<file path="src/design/ufss_pkg.sv">
// Package for the UDP flow session statistics block.
// Holds sizes, status and register codes, payload structs, FSM state and command types.
// No dependencies.
`timescale 1ns / 1ps
`default_nettype none
package ufss_pkg;

    localparam int SESSIONS = 16;
    localparam int IDX_W    = (SESSIONS > 1) ? $clog2(SESSIONS) : 1;
    localparam int CNT_W    = $clog2(SESSIONS + 1);
    localparam int ROW_W    = 32 + 16 + 5 * 32;

    localparam logic [31:0] SEQ_END = 32'hffff_ffff;

    localparam logic [2:0] ST_UPDATED  = 3'd0;
    localparam logic [2:0] ST_OPENED   = 3'd1;
    localparam logic [2:0] ST_CLOSED   = 3'd2;
    localparam logic [2:0] ST_MISMATCH = 3'd3;
    localparam logic [2:0] ST_FULL     = 3'd4;

    localparam logic REG_ACK_EVERY    = 1'b0;
    localparam logic REG_LOSS_ENABLED = 1'b1;

    typedef struct packed {
        logic [31:0] client_addr;
        logic [15:0] client_port;
        logic [15:0] mode;
        logic [31:0] seq_num;
        logic [15:0] header_size;
        logic [15:0] received_size;
        logic        drop_draw;
    } t_in_item;

    typedef struct packed {
        logic [2:0]  status;
        logic        echo;
        logic [31:0] bytes_total;
        logic [31:0] messages_total;
        logic [31:0] messages_missing;
        logic [31:0] last_sequence;
        logic [31:0] largest_sequence;
        logic [31:0] sessions_opened;
    } t_out_item;

    // One session row as held in the table memory.
    typedef struct packed {
        logic [31:0] addr;
        logic [15:0] port;
        logic [31:0] bytes;
        logic [31:0] messages;
        logic [31:0] lost;
        logic [31:0] last_seq;
        logic [31:0] largest_seq;
    } t_row;

    typedef enum logic [2:0] {
        S_IDLE,
        S_SEARCH,
        S_READ,
        S_UPDATE,
        S_REPORT
    } t_state;

    // Controller to datapath commands.
    typedef struct packed {
        logic load;       // capture input item
        logic scan_clr;   // restart scan index
        logic scan_step;  // advance scan index
        logic update;     // write row, update counters
        logic report;     // drive result strobe
    } t_cmd;

    // Datapath to controller status.
    typedef struct packed {
        logic mismatch;
        logic scan_last;
        logic hit;
    } t_stat;

endpackage
`default_nettype wire

</file>
<file path="src/design/ufss_ram.sv">
// Generic single-port RAM with registered read.
// No dependencies.
`timescale 1ns / 1ps
`default_nettype none
module ufss_ram #(
    parameter int WIDTH = 8,
    parameter int DEPTH = 16
) (
    input  wire logic                     i_clk,
    input  wire logic                     i_we,
    input  wire logic [$clog2(DEPTH)-1:0] i_addr,
    input  wire logic [WIDTH-1:0]         i_wdata,
    output logic      [WIDTH-1:0]         o_rdata
);

    logic [WIDTH-1:0] r_mem [DEPTH];

    // Write or read one word per cycle.
    always_ff @(posedge i_clk) begin
        if (i_we) begin
            r_mem[i_addr] <= i_wdata;
        end
        o_rdata <= r_mem[i_addr];
    end

endmodule
`default_nettype wire

</file>
<file path="src/design/ufss_ctrl.sv">
// Controller for the session statistics block.
// Depends on ufss_pkg.
`timescale 1ns / 1ps
`default_nettype none
module ufss_ctrl
    import ufss_pkg::*;
(
    input  wire logic  i_clk,
    input  wire logic  i_rst_n,
    input  wire logic  i_start,
    input  wire t_stat i_stat,
    output logic       o_busy,
    output t_cmd       o_cmd
);

    t_state r_state, n_state;

    // Hold state.
    always_ff @(posedge i_clk) begin
        if (!i_rst_n) begin
            r_state <= S_IDLE;
        end else begin
            r_state <= n_state;
        end
    end

    // Load, scan a key a cycle, read row, update, report; mismatch: report.
    always_comb begin
        n_state = r_state;
        o_cmd   = '0;
        o_busy  = 1'b1;
        case (r_state)
            S_IDLE: begin
                o_busy = 1'b0;
                if (i_start) begin
                    o_cmd.load     = 1'b1;
                    o_cmd.scan_clr = 1'b1;
                    n_state        = S_SEARCH;
                end
            end
            S_SEARCH: begin
                if (i_stat.mismatch) begin
                    n_state = S_REPORT;
                end else if (i_stat.hit || i_stat.scan_last) begin
                    o_cmd.scan_step = 1'b1;
                    n_state         = S_READ;
                end else begin
                    o_cmd.scan_step = 1'b1;
                end
            end
            S_READ: begin
                // Wait out the registered row read.
                n_state = S_UPDATE;
            end
            S_UPDATE: begin
                o_cmd.update = 1'b1;
                n_state      = S_REPORT;
            end
            S_REPORT: begin
                o_cmd.report = 1'b1;
                n_state      = S_IDLE;
            end
            default: n_state = S_IDLE;
        endcase
    end

endmodule
`default_nettype wire

</file>
<file path="src/design/ufss_dp.sv">
// Datapath: key table, row memory, counters and result register.
// Depends on ufss_pkg and ufss_ram.
`timescale 1ns / 1ps
`default_nettype none
module ufss_dp
    import ufss_pkg::*;
(
    input  wire logic      i_clk,
    input  wire logic      i_rst_n,
    input  wire t_in_item  i_item,
    input  wire t_cmd      i_cmd,
    input  wire logic      i_cfg_we,
    input  wire logic      i_cfg_index,
    input  wire logic [9:0] i_cfg_data,
    output t_stat          o_stat,
    output logic           o_strobe,
    output t_out_item      o_item
);

    t_in_item          r_item;
    logic [SESSIONS-1:0] r_valid;
    logic [31:0]       r_key_addr [SESSIONS];
    logic [15:0]       r_key_port [SESSIONS];
    logic [CNT_W-1:0]  r_scan;
    logic [IDX_W-1:0]  r_idx;
    logic              r_found;
    logic              r_have_free;
    logic [IDX_W-1:0]  r_free;
    logic [9:0]        r_ack_every;
    logic              r_loss_en;
    logic [9:0]        r_ack_cnt;
    logic [31:0]       r_open_cnt;
    logic              r_strobe;
    t_out_item         r_out;
    logic [2:0]        r_status;
    logic              r_echo;

    logic [IDX_W-1:0]  scan_idx;
    logic              scan_hit;
    logic              ram_we;
    logic [IDX_W-1:0]  ram_addr;
    t_row              ram_wdata;
    t_row              ram_rdata;
    t_row              row_old;
    t_row              row_new;
    logic              closing;
    logic [9:0]        ack_inc;
    logic              echo_base;

    assign scan_idx = r_scan[IDX_W-1:0];
    assign scan_hit = r_valid[scan_idx] && r_key_addr[scan_idx] == r_item.client_addr
                      && r_key_port[scan_idx] == r_item.client_port;

    assign o_stat.mismatch  = r_item.header_size != r_item.received_size;
    assign o_stat.hit       = scan_hit;
    assign o_stat.scan_last = r_scan == CNT_W'(SESSIONS - 1);

    // Configuration registers.
    always_ff @(posedge i_clk) begin
        if (!i_rst_n) begin
            r_ack_every <= 10'd1;
            r_loss_en   <= 1'b0;
        end else if (i_cfg_we) begin
            case (i_cfg_index)
                REG_ACK_EVERY:    r_ack_every <= i_cfg_data;
                REG_LOSS_ENABLED: r_loss_en   <= i_cfg_data[0];
                default: ;
            endcase
        end
    end

    // Capture item; scan keys, noting a match and the lowest free entry.
    always_ff @(posedge i_clk) begin
        if (i_cmd.load) begin
            r_item <= i_item;
        end
        if (!i_rst_n) begin
            r_scan      <= '0;
            r_found     <= 1'b0;
            r_have_free <= 1'b0;
        end else if (i_cmd.scan_clr) begin
            r_scan      <= '0;
            r_found     <= 1'b0;
            r_have_free <= 1'b0;
        end else if (i_cmd.scan_step) begin
            r_scan <= r_scan + CNT_W'(1);
            if (scan_hit) begin
                r_found <= 1'b1;
                r_idx   <= scan_idx;
            end
            if (!r_valid[scan_idx] && !r_have_free) begin
                r_have_free <= 1'b1;
                r_free      <= scan_idx;
            end
        end
    end

    // Row memory: read at chosen entry, written back on update.
    assign ram_addr = r_found ? r_idx : r_free;
    assign closing  = r_item.seq_num == SEQ_END;
    assign row_old  = r_found ? ram_rdata
                    : t_row'{addr: r_item.client_addr, port: r_item.client_port, default: '0};

    always_comb begin
        row_new = row_old;
        if (!closing) begin
            row_new.bytes    = row_old.bytes + 32'(r_item.received_size);
            row_new.messages = row_old.messages + 32'd1;
            row_new.lost     = row_old.lost + r_item.seq_num - row_old.last_seq - 32'd1;
            row_new.last_seq = r_item.seq_num;
            if (row_old.largest_seq < r_item.seq_num) begin
                row_new.largest_seq = r_item.seq_num;
            end
        end
    end

    assign ram_we    = i_cmd.update && (r_found || r_have_free);
    assign ram_wdata = row_new;

    ufss_ram #(.WIDTH(ROW_W), .DEPTH(SESSIONS)) u_ram (
        .i_clk   (i_clk),
        .i_we    (ram_we),
        .i_addr  (ram_addr),
        .i_wdata (ram_wdata),
        .o_rdata (ram_rdata)
    );

    assign ack_inc   = r_ack_cnt + 10'd1;
    assign echo_base = !(r_loss_en && r_item.drop_draw);

    // Update entry state, counters and build the result.
    always_ff @(posedge i_clk) begin
        if (!i_rst_n) begin
            r_valid    <= '0;
            r_ack_cnt  <= '0;
            r_open_cnt <= '0;
        end else if (i_cmd.update && (r_found || r_have_free)) begin
            if (!r_found) begin
                r_key_addr[r_free] <= r_item.client_addr;
                r_key_port[r_free] <= r_item.client_port;
                r_open_cnt         <= r_open_cnt + 32'd1;
            end
            r_valid[ram_addr] <= !closing;
            if (r_item.mode == 16'd0 && r_ack_every != 10'd0) begin
                r_ack_cnt <= (ack_inc >= r_ack_every) ? 10'd0 : ack_inc;
            end
        end
    end

    always_ff @(posedge i_clk) begin
        if (i_cmd.load) begin
            r_out <= '0;
            r_status <= ST_MISMATCH;
            r_echo   <= 1'b0;
        end else if (i_cmd.update) begin
            if (r_found || r_have_free) begin
                r_out.bytes_total      <= row_new.bytes;
                r_out.messages_total   <= row_new.messages;
                r_out.messages_missing <= row_new.lost;
                r_out.last_sequence    <= row_new.last_seq;
                r_out.largest_sequence <= row_new.largest_seq;
                r_status <= closing ? ST_CLOSED : (r_found ? ST_UPDATED : ST_OPENED);
                if (r_item.mode == 16'd0) begin
                    r_echo <= echo_base
                              || (r_ack_every != 10'd0 && ack_inc >= r_ack_every);
                end
            end else begin
                r_status <= ST_FULL;
            end
        end
    end

    always_ff @(posedge i_clk) begin
        if (!i_rst_n) begin
            r_strobe <= 1'b0;
        end else begin
            r_strobe <= i_cmd.report;
        end
    end

    always_comb begin
        o_item                 = r_out;
        o_item.status          = r_status;
        o_item.echo            = r_echo;
        o_item.sessions_opened = r_open_cnt;
    end
    assign o_strobe = r_strobe;

endmodule
`default_nettype wire

</file>
<file path="src/design/udp_flow_session_stats.sv">
// Top level of the UDP flow session statistics block.
// Depends on ufss_pkg, ufss_ctrl and ufss_dp.
//
// Usage:
//   Packet descriptors enter on i_item, taken at a clock edge where
//   start is high and busy is low. Each descriptor gives exactly one
//   result on o_item, shown for one cycle with o_strobe high. The
//   receiver cannot stall; the result must be taken in that cycle.
//   Configuration: i_cfg_we writes i_cfg_data to register i_cfg_index
//   (0 ack_every, 1 loss_enabled) at once; write only while idle.
//   The key scan visits one table entry a cycle and stops at a match
//   or at the last entry; a row read, an update and a report follow.
//   A length mismatch goes from the scan straight to the report.
//   busy drops in the cycle the result is shown, so the next descriptor
//   can be taken at the edge that ends it; a new descriptor is never
//   taken while one is in flight. The scan over the key table sets how
//   long each descriptor takes.
//   Reset (synchronous, active low) empties the session table, clears
//   the ack and open counters and sets ack_every to 1, loss off.
`timescale 1ns / 1ps
`default_nettype none
module udp_flow_session_stats
    import ufss_pkg::*;
(
    input  wire logic      i_clk,
    input  wire logic      i_rst_n,
    input  wire logic      start,
    output logic           busy,
    input  wire t_in_item  i_item,
    input  wire logic      i_cfg_we,
    input  wire logic      i_cfg_index,
    input  wire logic [9:0] i_cfg_data,
    output logic           o_strobe,
    output t_out_item      o_item
);

    t_cmd  cmd;
    t_stat stat;

    ufss_ctrl u_ctrl (
        .i_clk   (i_clk),
        .i_rst_n (i_rst_n),
        .i_start (start),
        .i_stat  (stat),
        .o_busy  (busy),
        .o_cmd   (cmd)
    );

    ufss_dp u_dp (
        .i_clk       (i_clk),
        .i_rst_n     (i_rst_n),
        .i_item      (i_item),
        .i_cmd       (cmd),
        .i_cfg_we    (i_cfg_we),
        .i_cfg_index (i_cfg_index),
        .i_cfg_data  (i_cfg_data),
        .o_stat      (stat),
        .o_strobe    (o_strobe),
        .o_item      (o_item)
    );

endmodule
`default_nettype wire

</file>
<file path="config.mk">
export PLATFORM = sky130hd
export DESIGN_NAME = udp_flow_session_stats
export DESIGN_NICKNAME = d
export VERILOG_FILES = /design/src/design/ufss_pkg.sv /design/src/design/ufss_ram.sv /design/src/design/ufss_ctrl.sv /design/src/design/ufss_dp.sv /design/src/design/udp_flow_session_stats.sv
export SDC_FILE = /design/constraint.sdc
export NUM_CORES = 2
export LEC_CHECK = 0
export ABC_CLOCK_PERIOD_IN_PS = 30200
export BUFFER_PORTS_ARGS = -buffer_cell sky130_fd_sc_hd__buf_4
export CORE_ASPECT_RATIO = 2
export CORE_MARGIN = 5
export CORE_UTILIZATION = 56
export CTS_CLUSTER_SIZE = 14
export DETAILED_ROUTE_END_ITERATION = 10
export HOLD_SLACK_MARGIN = 0.03
export PLACE_DENSITY = 0.72
export SLEW_MARGIN = 20
export SYNTH_ARGS = -nofsm -noshare
export SYNTH_HDL_FRONTEND = slang
export SYNTH_SLANG_ARGS = --single-unit
</file>
<file path="constraint.sdc">
create_clock -name i_clk -period 30.2 [get_ports i_clk]
set_input_delay 3.02 -clock i_clk [delete_from_list [all_inputs] [get_ports i_clk]]
set_output_delay 3.02 -clock i_clk [all_outputs]
set_load 0.005 [all_outputs]
</file>
==> results.sh <==
export IMPL_outcome="complete, no violations"
export IMPL_ys_ff_latch=3873
export IMPL_avgRoutedWirePerCell_um=28.61
export IMPL_wl_um=432400
export IMPL_grt_usage=0.2959
export IMPL_final_period_utilization=0.2383
export IMPL_cpLargestDelayFamily="compound AO/OA/AOI/OAI gates"
export IMPL_dp_hpwl_um=243500
export IMPL_tns_ns=0
export IMPL_cp_max_fo=56
export IMPL_grt_pass1_vias=96970
export IMPL_yosysWarningCount=0
export IMPL_gp_congestion=0.9006
export IMPL_critPathRequiredTime_ns=30.74
export IMPL_crit_path_max_incr_delay_ns=0.94
export IMPL_clockPowerShare=0.402
export IMPL_layout_common_cells="3465 x edfxtp_1, 2980 x nand2_1, 777 x nand3_1, 528 x buf_4, 481 x a311oi_1"
export IMPL_power_frac_comb=0.022
export IMPL_worstSetupStartpointType="flop"
export IMPL_die_width_um=380.0
export IMPL_power_density_nw_per_um2=60.25
export IMPL_grt_pass1_wl_um=629000
export IMPL_setup_viol=0
export IMPL_ctsRootBufferMaster="clkbuf_16"
export IMPL_fin_hold_ws_ns=0.4529
export IMPL_swShare=0.2041
export IMPL_drive_above_1_share=0.1150
export IMPL_worst_pin_slew_ns=1.198
export IMPL_start_util=0.5623
export IMPL_core_rowCount=271
export IMPL_cell_internal_pwr_uw=8161
export IMPL_drv_cap=0
export IMPL_syn_to_final_growth_pct=11.01
export IMPL_synth_compound_area_frac=0.05772
export IMPL_antenna_left=0
export IMPL_synthAdderAreaFrac=0.01182
export IMPL_period_minus_slack_ns=7.195
export IMPL_drt_iter0_drc=12030
export IMPL_clock_latency_ns=0.93
export IMPL_synth_simple_area_share=0.1268
export IMPL_dieArea_sq_um=284900
export IMPL_skew_ns=0.08951
export IMPL_syn_nets=11370
export IMPL_postLayoutCoreUtil=0.6243
export IMPL_post_cts_buffers=0
export IMPL_ir_drop_mv=0.05523
export IMPL_ys_seq_area_frac=0.7320
export IMPL_overflow=0
export IMPL_final_common_cell="edfxtp_1"
export IMPL_hold_viol=0
export IMPL_slowest_stage="a221oi_1"
export IMPL_ioPinCount=342
export IMPL_synth_edff_count=3465
export IMPL_antenna_found_initial=19
export IMPL_synthCells=11100
export IMPL_path_buf_inv=2
export IMPL_crit_arrival_ns=7.73
export IMPL_io_buffers=341
export IMPL_yosysTopAreaCell="edfxtp_1"
export IMPL_slew_viol_final=0
export IMPL_slew_limit_headroom=0.2014
export IMPL_hold_path_class="flop to flop"
export IMPL_p_leak_uw=0.05967
export IMPL_synth_top_area_share=0.6787
export IMPL_syn_area_sq_um=153300
export IMPL_fmax_mhz=139.0
export IMPL_critPathKind="flop to flop"
export IMPL_clock_sinks=3873
export IMPL_muxShareOfSynthArea=0.03782
export IMPL_via_per_inst=6.423
export IMPL_vias=97080
export IMPL_first_pass_iters=6
export IMPL_cts_repair_resize_count=0
export IMPL_ys_flop_type="edfxtp_1"
export IMPL_cts_buffers=335
export IMPL_nets=11560
export IMPL_cp_cell_sequence="buf_4 -> nand2_1 -> fa_1 -> inv_1 -> ha_1 -> a21o_1 -> a21o_1 -> a2111oi_0 -> nand3_1 -> a221oi_1 -> o21bai_1 -> a21o_1 -> a311oi_1 -> xor2_1 -> a21oi_1"
export IMPL_ys_async_sr_fraction=0
export IMPL_htree_levels=5
export IMPL_synth_xor_area_frac=0.01177
export IMPL_ys_top_cells_by_area="edfxtp_1 68%, nand2_1 7.3%, dfxtp_1 5.3%"
export IMPL_drcViolationCount=0
export IMPL_ys_types=71
export IMPL_design_core_area_sq_um=272600
export IMPL_avgSynthCellArea_sq_um=13.81
export IMPL_path_common_cell="a21o_1"
export IMPL_rsz0062_at_grt="no"
export IMPL_seq_power_share=0.576
export IMPL_cts_max_path_buffers=4
export IMPL_cts_tree="built"
export IMPL_postCtsHoldBufs=0
export IMPL_die_h_um=749.9
export IMPL_p_sw_uw=2093
export IMPL_path_clk_slew_ns=0.07
export IMPL_synth_top_family_by_area="simple AND/OR/NAND/NOR gates"
export IMPL_grt_max_degree=201
export IMPL_end_kind="flop"
-- synth_stat cells (all sizes together) (3+ instances only) --
library cell / number
mux2: 36
a211oi: 17
nand3: 777
or2: 3
a31oi: 166
a21oi: 253
dfxtp: 408
o21a: 5
and4: 5
nand3b: 5
nor2b: 35
nor3: 39
clkbuf: 621
nand2b: 15
and3: 354
a21o: 48
a22o: 60
nand2: 2982
a211o: 6
nor4: 18
o221ai: 3
buf: 82
mux2i: 73
a21boi: 17
o21ai: 117
inv: 154
nor3b: 4
a311oi: 481
and2: 87
mux4: 207
xor2: 91
nor2: 111
o31ai: 6
o211a: 16
nand4: 44
edfxtp: 3465
o21bai: 9
o211ai: 4
a31o: 3
ha: 92
xnor2: 115
or3: 13
fa: 33
-- registers in the layout (all words and copies together), names as in the netlist, named ones only --
name and cells:
u_ctrl.r_state 3, u_dp.r_found 1, u_dp.r_echo 1, u_dp.u_ram.o_rdata 160, u_dp.o_strobe 1, u_dp.r_idx 4
u_dp.r_status 3, u_dp.r_item 129, u_dp.r_have_free 1, u_dp.r_free 4, u_dp.r_loss_en 1, u_dp.r_valid 16
u_dp.r_ack_every 10, u_dp.u_ram.r_mem 2560, u_dp.r_key_port 256, u_dp.r_key_addr 512, u_dp.r_ack_cnt 10, u_dp.r_open_cnt 32
u_dp.r_scan 5, u_dp.o_item 160
-- kinds of logic after synthesis --
group                    Yosys count
buffers and inverters            857
AO/OA/AOI/OAI                   1229
XOR/XNOR                         206
flip-flops                      3873
AND/OR/NAND/NOR                 4498
adder cells (fa/ha/maj)          125
multiplexers                     316
-- worst register-to-register path, stage by stage (launching register included) --
cell and delay [ns]:
dfxtp_4 0.93, buf_4 0.69, nand2_1 0.25, fa_1 0.56, inv_1 0.06, ha_1 0.36
a21o_1 0.21, a21o_1 0.20, a2111oi_0 0.66, nand3_1 0.32, a221oi_1 0.94, o21bai_1 0.12
a21o_1 0.25, a311oi_1 0.33, xor2_1 0.15, a21oi_1 0.83
-- final timing paths --
| check | start | to | slack (ns) | depth (start not counted) |
|---|---|---|---|---|
| max reg2reg | u_dp.r_found | u_dp.u_ram.r_mem[14][92] | 23.00 | 15 |
| max | u_dp.r_found | u_dp.u_ram.r_mem[14][92] | 23.00 | 15 |
| min | u_dp.o_item[166] | u_dp.o_item[166] | 0.45 | 2 |
| min reg2reg | u_dp.o_item[166] | u_dp.o_item[166] | 0.45 | 2 |
-- final cells by class --
class	instances	area, sq um
diodes	22	55.05
fillers	19730	102400
clock inverters	59	660.6
inverters	154	583.1
well taps	3549	4441
flip-flops and latches	3873	112200
multi-input cells	6374	38370
repair buffers	549	4348
clock buffers	534	9494
-- metal layers --
metal	share of wire	GRT usage	wire length, um	vias up
met5	0.00011	0	47	-
met4	0.068	0.1756	29550	6
met3	0.095	0.05115	41280	1216
met2	0.49	0.5024	213100	5678
met1	0.34	0.3576	148400	48770
li1	-	-	-	41410
-- stage by stage --
stage / instance area [sq um] / instances / setup slack [ns] / power (uW)
after floorplan: 153300 / 11100 / 16.49 / 6125
after global placement: 159700 / 14500 / 23.36 / 6234
after detailed placement: 159800 / 14500 / 23.20 / 6243
after CTS: 169900 / 15090 / 23.15 / 10290
after global routing: 170200 / 15110 / 22.77 / 10530
final: 170200 / 15110 / 23.00 / 10250
-- power groups by stage --
stage	clock [uW]	sequential (uW)	combinational [uW]
2_1_floorplan	0	6010	115
3_3_place_gp	0	6020	211
3_5_place_dp	0	6020	218
4_1_cts	4160	5910	220
5_1_grt	4380	5910	240
6_report	4120	5910	227
(Power assumes the default switching activity.)
